### src/rtl/core/jrc_pkg.sv
package jrc_pkg;

    localparam int unsigned CNT_W = 33;

    localparam logic [31:0] FNV_BASIS = 32'd2166136261;
    localparam logic [31:0] FNV_PRIME = 32'd16777619;

    localparam logic [31:0] RST_FILE_MAGIC   = 32'h4744_5131;
    localparam logic [31:0] RST_VERSION      = 32'd1;
    localparam logic [31:0] RST_RECORD_MAGIC = 32'h4451_5231;
    localparam logic [15:0] RST_MAX_NAME     = 16'd4096;
    localparam logic [31:0] RST_MAX_PAYLOAD  = 32'd268435456;

    localparam logic [2:0] CFG_FILE_MAGIC   = 3'd0;
    localparam logic [2:0] CFG_VERSION      = 3'd1;
    localparam logic [2:0] CFG_RECORD_MAGIC = 3'd2;
    localparam logic [2:0] CFG_MAX_NAME     = 3'd3;
    localparam logic [2:0] CFG_MAX_PAYLOAD  = 3'd4;

    localparam logic [2:0] ST_OK         = 3'd0;
    localparam logic [2:0] ST_BAD_FILE   = 3'd1;
    localparam logic [2:0] ST_TORN       = 3'd2;
    localparam logic [2:0] ST_BAD_MAGIC  = 3'd3;
    localparam logic [2:0] ST_OVER_LIMIT = 3'd4;
    localparam logic [2:0] ST_BAD_SUM    = 3'd5;
    localparam logic [2:0] ST_CLEAN_END  = 3'd6;

    typedef struct packed {
        logic [7:0] data_byte;
        logic       stream_end;
    } item_t;

    typedef struct packed {
        logic [2:0]  status;
        logic        end_of_journal;
        logic [7:0]  record_type;
        logic [63:0] sequence_res;
        logic [15:0] name_length;
        logic [31:0] payload_length;
        logic [63:0] next_sequence;
    } res_t;

endpackage

### src/rtl/core/jrc_in_reg.sv
module jrc_in_reg (
    input  logic           aclk,
    input  logic           aresetn,
    input  logic           s_valid,
    output logic           s_ready,
    input  jrc_pkg::item_t s_item,
    input  logic           take,
    output logic           item_valid,
    output jrc_pkg::item_t item
);
    import jrc_pkg::*;

    logic  valid_reg;
    logic  valid_next;
    item_t item_reg;

    assign s_ready    = !valid_reg || take;
    assign valid_next = (s_valid && s_ready) ? 1'b1 : (take ? 1'b0 : valid_reg);

    always_ff @(posedge aclk) begin
        if (!aresetn) begin
            valid_reg <= 1'b0;
        end else begin
            valid_reg <= valid_next;
        end
    end

    always_ff @(posedge aclk) begin
        if (s_valid && s_ready) begin
            item_reg <= s_item;
        end
    end

    assign item_valid = valid_reg;
    assign item       = item_reg;

endmodule

### src/rtl/core/jrc_core.sv
module jrc_core (
    input  logic           aclk,
    input  logic           aresetn,
    input  logic           cfg_wr_en,
    input  logic [2:0]     cfg_index,
    input  logic [31:0]    cfg_wr_data,
    input  logic           step,
    input  jrc_pkg::item_t item,
    output logic           res_have,
    output jrc_pkg::res_t  res
);
    import jrc_pkg::*;

    localparam logic [2:0] PH_FILE = 3'd0;
    localparam logic [2:0] PH_RHDR = 3'd1;
    localparam logic [2:0] PH_BODY = 3'd2;
    localparam logic [2:0] PH_CRC  = 3'd3;
    localparam logic [2:0] PH_STOP = 3'd4;

    logic [31:0] file_magic_reg;
    logic [31:0] version_reg;
    logic [31:0] record_magic_reg;
    logic [15:0] max_name_reg;
    logic [31:0] max_payload_reg;

    logic [2:0]       phase_reg,   phase_next;
    logic [CNT_W-1:0] count_reg,   count_next;
    logic [31:0]      hword_reg,   hword_next;
    logic [7:0]       type_reg,    type_next;
    logic [15:0]      name_reg,    name_next;
    logic [31:0]      pay_reg,     pay_next;
    logic [63:0]      seq_reg,     seq_next;
    logic [31:0]      hash_reg,    hash_next;
    logic [31:0]      sum_reg,     sum_next;
    logic [63:0]      high_reg,    high_next;

    logic [CNT_W-1:0] count_inc;
    logic [CNT_W-1:0] body_len;
    logic [31:0]      hash_step;
    logic [63:0]      seq_inc;
    logic [63:0]      high_upd;
    logic [2:0]       status;
    logic             have;
    logic             last;
    logic [7:0]       b;

    always_ff @(posedge aclk) begin
        if (!aresetn) begin
            file_magic_reg   <= RST_FILE_MAGIC;
            version_reg      <= RST_VERSION;
            record_magic_reg <= RST_RECORD_MAGIC;
            max_name_reg     <= RST_MAX_NAME;
            max_payload_reg  <= RST_MAX_PAYLOAD;
        end else if (cfg_wr_en) begin
            unique case (cfg_index)
                CFG_FILE_MAGIC:   file_magic_reg   <= cfg_wr_data;
                CFG_VERSION:      version_reg      <= cfg_wr_data;
                CFG_RECORD_MAGIC: record_magic_reg <= cfg_wr_data;
                CFG_MAX_NAME:     max_name_reg     <= cfg_wr_data[15:0];
                CFG_MAX_PAYLOAD:  max_payload_reg  <= cfg_wr_data;
                default: ;
            endcase
        end
    end

    assign b         = item.data_byte;
    assign last      = item.stream_end;
    assign count_inc = count_reg + 1'b1;
    assign body_len  = {{(CNT_W-16){1'b0}}, name_reg} + {{(CNT_W-32){1'b0}}, pay_reg};
    assign hash_step = (hash_reg ^ {24'd0, b}) * FNV_PRIME;
    assign seq_inc   = seq_reg + 64'd1;

    always_comb begin
        phase_next = phase_reg;
        count_next = count_reg;
        hword_next = hword_reg;
        type_next  = type_reg;
        name_next  = name_reg;
        pay_next   = pay_reg;
        seq_next   = seq_reg;
        hash_next  = hash_reg;
        sum_next   = sum_reg;
        high_upd   = high_reg;
        have       = 1'b0;
        status     = ST_OK;

        unique case (phase_reg)
            PH_FILE: begin
                hword_next = {b, hword_reg[31:8]};
                count_next = count_inc;
                if (count_inc == CNT_W'(4) && hword_next != file_magic_reg) begin
                    have = 1'b1; status = ST_BAD_FILE; phase_next = PH_STOP;
                end else if (count_inc == CNT_W'(8)) begin
                    if (hword_next != version_reg) begin
                        have = 1'b1; status = ST_BAD_FILE; phase_next = PH_STOP;
                    end else begin
                        phase_next = PH_RHDR;
                        count_next = '0;
                        hword_next = '0;
                        if (last) begin
                            have = 1'b1; status = ST_CLEAN_END;
                        end
                    end
                end else if (last) begin
                    have = 1'b1; status = ST_BAD_FILE;
                end
            end
            PH_RHDR: begin
                hash_next = hash_step;
                if (count_reg < CNT_W'(4)) begin
                    hword_next = {b, hword_reg[31:8]};
                end else if (count_reg == CNT_W'(4)) begin
                    type_next = b;
                end else if (count_reg == CNT_W'(6) || count_reg == CNT_W'(7)) begin
                    name_next = {b, name_reg[15:8]};
                end else if (count_reg >= CNT_W'(8) && count_reg < CNT_W'(12)) begin
                    pay_next = {b, pay_reg[31:8]};
                end else if (count_reg >= CNT_W'(12)) begin
                    seq_next = {b, seq_reg[63:8]};
                end
                count_next = count_inc;
                if (count_inc >= CNT_W'(20)) begin
                    if (hword_next != record_magic_reg) begin
                        have = 1'b1; status = ST_BAD_MAGIC; phase_next = PH_STOP;
                    end else if (name_next > max_name_reg || pay_next > max_payload_reg) begin
                        have = 1'b1; status = ST_OVER_LIMIT; phase_next = PH_STOP;
                    end else begin
                        count_next = '0;
                        phase_next = (name_next == 16'd0 && pay_next == 32'd0) ? PH_CRC : PH_BODY;
                        if (last) begin
                            have = 1'b1; status = ST_TORN;
                        end
                    end
                end else if (last) begin
                    have = 1'b1; status = ST_TORN;
                end
            end
            PH_BODY: begin
                hash_next  = hash_step;
                count_next = count_inc;
                if (count_inc >= body_len) begin
                    phase_next = PH_CRC;
                    count_next = '0;
                end
                if (last) begin
                    have = 1'b1; status = ST_TORN;
                end
            end
            PH_CRC: begin
                sum_next   = {b, sum_reg[31:8]};
                count_next = count_inc;
                if (count_inc >= CNT_W'(4)) begin
                    have = 1'b1;
                    if (sum_next != hash_reg) begin
                        status = ST_BAD_SUM; phase_next = PH_STOP;
                    end else begin
                        if (seq_reg >= high_reg) begin
                            high_upd = seq_inc;
                        end
                        status     = ST_OK;
                        phase_next = PH_RHDR;
                        count_next = '0;
                        hash_next  = FNV_BASIS;
                        hword_next = '0;
                    end
                end else if (last) begin
                    have = 1'b1; status = ST_TORN;
                end
            end
            default: ;
        endcase

        high_next = high_upd;
        if (last) begin
            phase_next = PH_FILE;
            count_next = '0;
            hword_next = '0;
            type_next  = '0;
            name_next  = '0;
            pay_next   = '0;
            seq_next   = '0;
            hash_next  = FNV_BASIS;
            sum_next   = '0;
            high_next  = 64'd1;
        end
    end

    always_comb begin
        res.status         = status;
        res.end_of_journal = last || (status != ST_OK);
        res.record_type    = (status == ST_OK) ? type_reg : 8'd0;
        res.sequence_res   = (status == ST_OK) ? seq_reg  : 64'd0;
        res.name_length    = (status == ST_OK) ? name_reg : 16'd0;
        res.payload_length = (status == ST_OK) ? pay_reg  : 32'd0;
        res.next_sequence  = high_upd;
    end

    assign res_have = have;

    always_ff @(posedge aclk) begin
        if (!aresetn) begin
            phase_reg <= PH_FILE;
            count_reg <= '0;
            hword_reg <= '0;
            type_reg  <= '0;
            name_reg  <= '0;
            pay_reg   <= '0;
            seq_reg   <= '0;
            hash_reg  <= FNV_BASIS;
            sum_reg   <= '0;
            high_reg  <= 64'd1;
        end else if (step) begin
            phase_reg <= phase_next;
            count_reg <= count_next;
            hword_reg <= hword_next;
            type_reg  <= type_next;
            name_reg  <= name_next;
            pay_reg   <= pay_next;
            seq_reg   <= seq_next;
            hash_reg  <= hash_next;
            sum_reg   <= sum_next;
            high_reg  <= high_next;
        end
    end

endmodule

### src/rtl/core/jrc_out_reg.sv
module jrc_out_reg (
    input  logic          aclk,
    input  logic          aresetn,
    input  logic          load,
    input  jrc_pkg::res_t res,
    output logic          busy,
    output logic          m_valid,
    input  logic          m_ready,
    output jrc_pkg::res_t m_res
);
    import jrc_pkg::*;

    logic valid_reg;
    logic valid_next;
    res_t res_reg;

    assign busy       = valid_reg && !m_ready;
    assign valid_next = load ? 1'b1 : (m_ready ? 1'b0 : valid_reg);

    always_ff @(posedge aclk) begin
        if (!aresetn) begin
            valid_reg <= 1'b0;
        end else begin
            valid_reg <= valid_next;
        end
    end

    always_ff @(posedge aclk) begin
        if (load) begin
            res_reg <= res;
        end
    end

    assign m_valid = valid_reg;
    assign m_res   = res_reg;

endmodule

### src/rtl/core/journal_record_checker_fnv1a.sv
// Channel   Direction  Handshake         Word
// s_        in         s_valid/s_ready   s_data_byte, s_stream_end
// m_        out        m_valid/m_ready   status, end_of_journal, record fields, next_sequence
// cfg_      in         cfg_wr_en         cfg_index, cfg_wr_data
//
// One byte per cycle sustained while no output word is stalled; a word is loaded into the
// output register from the byte in the input register whenever that register is free.
// The whole per-byte step (FNV-1a multiply, field capture, checks) sits between the input
// register and the output register.
// While the output word stalls, bytes that give no word still advance; a byte that gives one
// waits in the input register and s_ready drops until the output drains.
// aresetn is synchronous, active low, and restores the configuration reset values.
module journal_record_checker_fnv1a (
    input  logic        aclk,
    input  logic        aresetn,
    input  logic        s_valid,
    output logic        s_ready,
    input  logic [7:0]  s_data_byte,
    input  logic        s_stream_end,
    output logic        m_valid,
    input  logic        m_ready,
    output logic [2:0]  m_status,
    output logic        m_end_of_journal,
    output logic [7:0]  m_record_type,
    output logic [63:0] m_sequence_res,
    output logic [15:0] m_name_length,
    output logic [31:0] m_payload_length,
    output logic [63:0] m_next_sequence,
    input  logic        cfg_wr_en,
    input  logic [2:0]  cfg_index,
    input  logic [31:0] cfg_wr_data
);
    import jrc_pkg::*;

    item_t s_item;
    item_t item;
    logic  item_valid;
    logic  take;
    logic  res_have;
    logic  out_busy;
    res_t  res;
    res_t  m_res;

    assign s_item.data_byte  = s_data_byte;
    assign s_item.stream_end = s_stream_end;

    assign take = item_valid && !(res_have && out_busy);

    jrc_in_reg u_in (
        .aclk       (aclk),
        .aresetn    (aresetn),
        .s_valid    (s_valid),
        .s_ready    (s_ready),
        .s_item     (s_item),
        .take       (take),
        .item_valid (item_valid),
        .item       (item)
    );

    jrc_core u_core (
        .aclk        (aclk),
        .aresetn     (aresetn),
        .cfg_wr_en   (cfg_wr_en),
        .cfg_index   (cfg_index),
        .cfg_wr_data (cfg_wr_data),
        .step        (take),
        .item        (item),
        .res_have    (res_have),
        .res         (res)
    );

    jrc_out_reg u_out (
        .aclk    (aclk),
        .aresetn (aresetn),
        .load    (take && res_have),
        .res     (res),
        .busy    (out_busy),
        .m_valid (m_valid),
        .m_ready (m_ready),
        .m_res   (m_res)
    );

    assign m_status         = m_res.status;
    assign m_end_of_journal = m_res.end_of_journal;
    assign m_record_type    = m_res.record_type;
    assign m_sequence_res   = m_res.sequence_res;
    assign m_name_length    = m_res.name_length;
    assign m_payload_length = m_res.payload_length;
    assign m_next_sequence  = m_res.next_sequence;

endmodule

### config.mk
export PLATFORM = sky130hd
export DESIGN_NAME = journal_record_checker_fnv1a
export DESIGN_NICKNAME = d
export VERILOG_FILES = /design/src/rtl/core/jrc_pkg.sv /design/src/rtl/core/jrc_in_reg.sv /design/src/rtl/core/jrc_core.sv /design/src/rtl/core/jrc_out_reg.sv /design/src/rtl/core/journal_record_checker_fnv1a.sv
export SDC_FILE = /design/constraint.sdc
export NUM_CORES = 2
export LEC_CHECK = 0
export BUFFER_PORTS_ARGS = -buffer_cell sky130_fd_sc_hd__clkbuf_2
export CORE_MARGIN = 1
export CORE_UTILIZATION = 35
export CTS_BUF_LIST = sky130_fd_sc_hd__clkbuf_8
export DETAILED_ROUTE_END_ITERATION = 8
export SLEW_MARGIN = 30
export SYNTH_ARGS = -nofsm -noshare
export SYNTH_HDL_FRONTEND = slang
export SYNTH_SLANG_ARGS = --single-unit
### constraint.sdc
create_clock -name aclk -period 15.56 [get_ports aclk]
set_input_delay 0.778 -clock aclk [delete_from_list [all_inputs] [get_ports aclk]]
set_output_delay 0.778 -clock aclk [all_outputs]
set_load 0.05 [all_outputs]
==> impl_metrics.env <==
export IMPL_avgSynthCellArea_um2=9.17
export IMPL_ctsHoldBuffers=0
export IMPL_cp_required_ns=14.78
export IMPL_hold_slack_ns=0.158
export IMPL_regArea_um2=15000
export IMPL_fmax_ghz=0.131
export IMPL_grt_pass1_wl_um=177000
export IMPL_die_x_um=337
export IMPL_synth_compound_area_frac=0.129
export IMPL_start_kind="flop"
export IMPL_area_delta_synth_final_pct=12.5
export IMPL_yosys_area_share_xor_xnor=0.0698
export IMPL_reg2regPathDepth=18
export IMPL_cts_resized_gates=0
export IMPL_relSlewSlack=0.334
export IMPL_grt_max_degree=122
export IMPL_dp_hpwl_um=82700
export IMPL_worst_slew_pin_slew_ns=0.996
export IMPL_via_per_inst=5.20
export IMPL_yosysSeqAreaShare=0.382
export IMPL_cts_path_max_buffers=3
export IMPL_path_cells="nor3_1, nand4_1, nor4_2, buf_4, mux2_2, ha_1, nand3_1, or3_1, a211oi_1, nand4b_1, a31oi_1, o22ai_1, nor2b_1, o221a_2, nor3_1, inv_1, clkbuf_2"
export IMPL_crit_type="flop to output port"
export IMPL_cts_tree="yes"
export IMPL_die_y_um=337
export IMPL_r2r_end="u_core.high_reg[4]"
export IMPL_finalHoldViolCount=0
export IMPL_synth_nets=4757
export IMPL_synth_cells=4282
export IMPL_power_leakage_nw=18.4
export IMPL_synth_fa_ha_area_frac=0.150
export IMPL_antenna_found_initial=1
export IMPL_core_area_um2=111000
export IMPL_synth_edf_count=197
export IMPL_grt_setup_unrepaired="no"
export IMPL_hold_end="u_in.item[2]"
export IMPL_drt_iter0_drc=2515
export IMPL_cts_sinks=651
export IMPL_ir_drop_uv=424
export IMPL_design_area_um2=44200
export IMPL_finalNonFillerCells=6038
export IMPL_nNetsFinal=4925
export IMPL_grt_ovfl_total=0
export IMPL_ios=239
export IMPL_crit_top_cell="nor3_1"
export IMPL_cp_startpoint="u_core.count_reg[25]"
export IMPL_grt_pass1_vias=29908
export IMPL_port_buffer_count=238
export IMPL_synth_top_family_by_area="simple AND/OR/NAND/NOR gates"
export IMPL_clkLatencyLatePin_ns=0.80
export IMPL_numCtsBuffers=113
export IMPL_power_density_nw_per_um2=213
export IMPL_dr_pass1_iters=5
export IMPL_wire_per_inst_um=19.0
export IMPL_yosys_warnings=0
export IMPL_end_kind="output port"
export IMPL_dp_cells=5823
export IMPL_min_path_type="input pin to flop"
export IMPL_synthFlopType="dfxtp_1"
export IMPL_critPathMaxStageDelay_ns=0.76
export IMPL_fillers=11202
export IMPL_crit_arrival_ns=6.88
export IMPL_utilization=0.398
export IMPL_row_count=122
export IMPL_final_min_clock_period_ns=7.65
export IMPL_root_buffer="clkbuf_8"
export IMPL_synth_seq_cells=651
export IMPL_cp_num_buf_inv=3
export IMPL_drv_cap=0
export IMPL_vias=31370
export IMPL_fin_skew_ns=0.0522
export IMPL_placed_area_um2=41700
export IMPL_start_util=0.354
export IMPL_synth_simple_area_share=0.163
export IMPL_synth_cell_area_um2=39300
export IMPL_whs_path_depth=1
export IMPL_h_tree_depth=3
export IMPL_clkTransAtPathRegs_ns=0.06
export IMPL_cp_top_family="simple AND/OR/NAND/NOR gates"
export IMPL_status="completed"
export IMPL_cp_max_fo=38
export IMPL_drive_above_1_share=0.118
export IMPL_cts_setup_buffers=0
export IMPL_place_gp_congestion=0.911
export IMPL_route_detailed_drc=0
export IMPL_ff2ff_setup_slack_ns=8.64
export IMPL_min_period_over_period=0.492
export IMPL_drt_antenna_violating_nets=0
export IMPL_finalSetupTns_ns=0
export IMPL_synth_mux_area_frac=0.0337
export IMPL_largest_reg_flops=188
export IMPL_wirelength_um=115000
export IMPL_setup_viol_count_final=0
export IMPL_yosysUniqueCellTypes=89
export IMPL_slowest_stage="nor3_1"
export IMPL_rr_startpoint="u_core.count_reg[25]"
export IMPL_drv_slew=0
export IMPL_multi_input_area_um2=21500
export IMPL_track_usage=0.200
export IMPL_hp_start="s_data_byte[1]"
export IMPL_ys_async_sr_fraction=0
export IMPL_die_area_um2=114000
==> how the worst max path moves through the flow <==
stage                                      end  cells after the start
after floorplan                 u_out.m_res[0]                     21
after global placement      u_core.high_reg[0]                     18
after detailed placement  u_core.count_reg[31]                     26
after CTS                              s_ready                     17
after global routing                   s_ready                     17
final                                  s_ready                     17
==> worst register-to-register path: stages, from the launching register on <==
cell	delay (ns)
dfxtp_1	0.38
nor3_1	0.43
nand4_1	0.34
nor4_2	0.29
buf_4	0.50
mux2_2	0.49
ha_1	0.31
nand3_1	0.09
or3_1	0.47
a211oi_1	0.31
nand4b_1	0.21
a31oi_1	0.10
o22ai_1	0.45
nor2b_1	0.23
o221a_2	0.37
o21ai_4	0.70
or4_2	0.26
buf_4	0.61
o2bb2ai_1	0.24
==> placed cells by master, fill, tap and decap left out, types with 18 or more instances in the layout <==
master / Yosys / routed
a21o_1: 34 / 34
a21oi_1: 213 / 213
a22o_1: 102 / 102
a31oi_1: 19 / 19
a32o_1: 19 / 19
and2_1: 121 / 121
and3_1: 29 / 29
buf_4: 13 / 45
clkbuf_2: 1 / 237
clkbuf_8: 0 / 138
dfxtp_1: 454 / 454
edfxtp_1: 197 / 197
fa_1: 75 / 75
ha_1: 351 / 351
inv_1: 464 / 496
mux2_2: 27 / 27
mux2i_1: 102 / 102
nand2_1: 495 / 494
nand3_1: 108 / 108
nand4_1: 74 / 74
nor2_1: 201 / 198
nor2b_1: 72 / 72
nor3_1: 56 / 53
nor4_1: 50 / 48
o21ai_0: 166 / 166
o2bb2ai_1: 67 / 67
or4_1: 19 / 18
xnor2_1: 198 / 198
xor2_1: 115 / 115
==> routing by layer <==
| metal | vias up | global-route usage | wire (µm) |
|---|---|---|---|
| met5 | - | 0 | 0 |
| met4 | 0 | 0.0574 | 2710 |
| met3 | 165 | 0.0292 | 6820 |
| met2 | 989 | 0.318 | 52000 |
| met1 | 15120 | 0.279 | 53300 |
| li1 | 15096 | - | - |
==> stage by stage <==
step | total power, W | worst slack [ns]
6_report | 0.00941 | 7.91
3_3_place_gp | 0.00767 | 8.83
5_1_grt | 0.0104 | 7.69
2_1_floorplan | 0.00654 | 1.55
4_1_cts | 0.00952 | 8.01
3_5_place_dp | 0.00777 | 8.77
==> where the power goes <==
| part | total (W) | internal [W] | switching (W) |
|---|---|---|---|
| registers | 0.00187 | 0.00179 | 0.0000876 |
| logic | 0.00586 | 0.00254 | 0.00332 |
| clock network | 0.00168 | 0.000912 | 0.000767 |
| total | 0.00941 | 0.00524 | 0.00417 |
==> cell families (layout without fill, tap and decap cells) <==
logic type                 count (synthesis)  after routing
adders and majority gates                426            426
other                                      0              2
xor gates and xnor gates                 313            313
and+or+nand+nor                         1307           1307
DFF                                      651            651
AOI/OAI and AO/OA                        757            757
muxes                                    129            129
buffers and inverters                    699            965
==> layout make-up <==
| class | instances | area share |
|---|---|---|
| inverters | 466 | 0.0398 |
| clock inverters | 75 | 0.0122 |
| repair buffers | 286 | 0.0361 |
| multi-input cells | 2932 | 0.487 |
| well taps | 1488 | 0.0421 |
| clock buffers | 138 | 0.0430 |
| diodes | 2 | 0.000113 |
| flip-flops and latches | 651 | 0.340 |
==> synth_stat cells (27+ instances only) <==
cell type,count,share of area
nand2_1,495,0.047
buf_2,33,0.0042
and3_1,29,0.0046
and2_1,121,0.019
nor3_1,56,0.0071
a21o_1,34,0.0065
dfxtp_1,454,0.23
nor2b_1,72,0.011
ha_1,351,0.11
nand4_1,74,0.012
o21ai_0,166,0.021
mux2i_1,102,0.026
xnor2_1,198,0.044
nor4_1,50,0.0080
mux2_2,27,0.0077
edfxtp_1,197,0.15
xor2_1,115,0.026
o2bb2ai_1,67,0.015
nand3_1,108,0.014
inv_1,464,0.044
nor2_1,201,0.019
a21oi_1,213,0.027
a22o_1,102,0.023
clkbuf_1,160,0.015
fa_1,75,0.038
(Power assumes the default switching activity.)
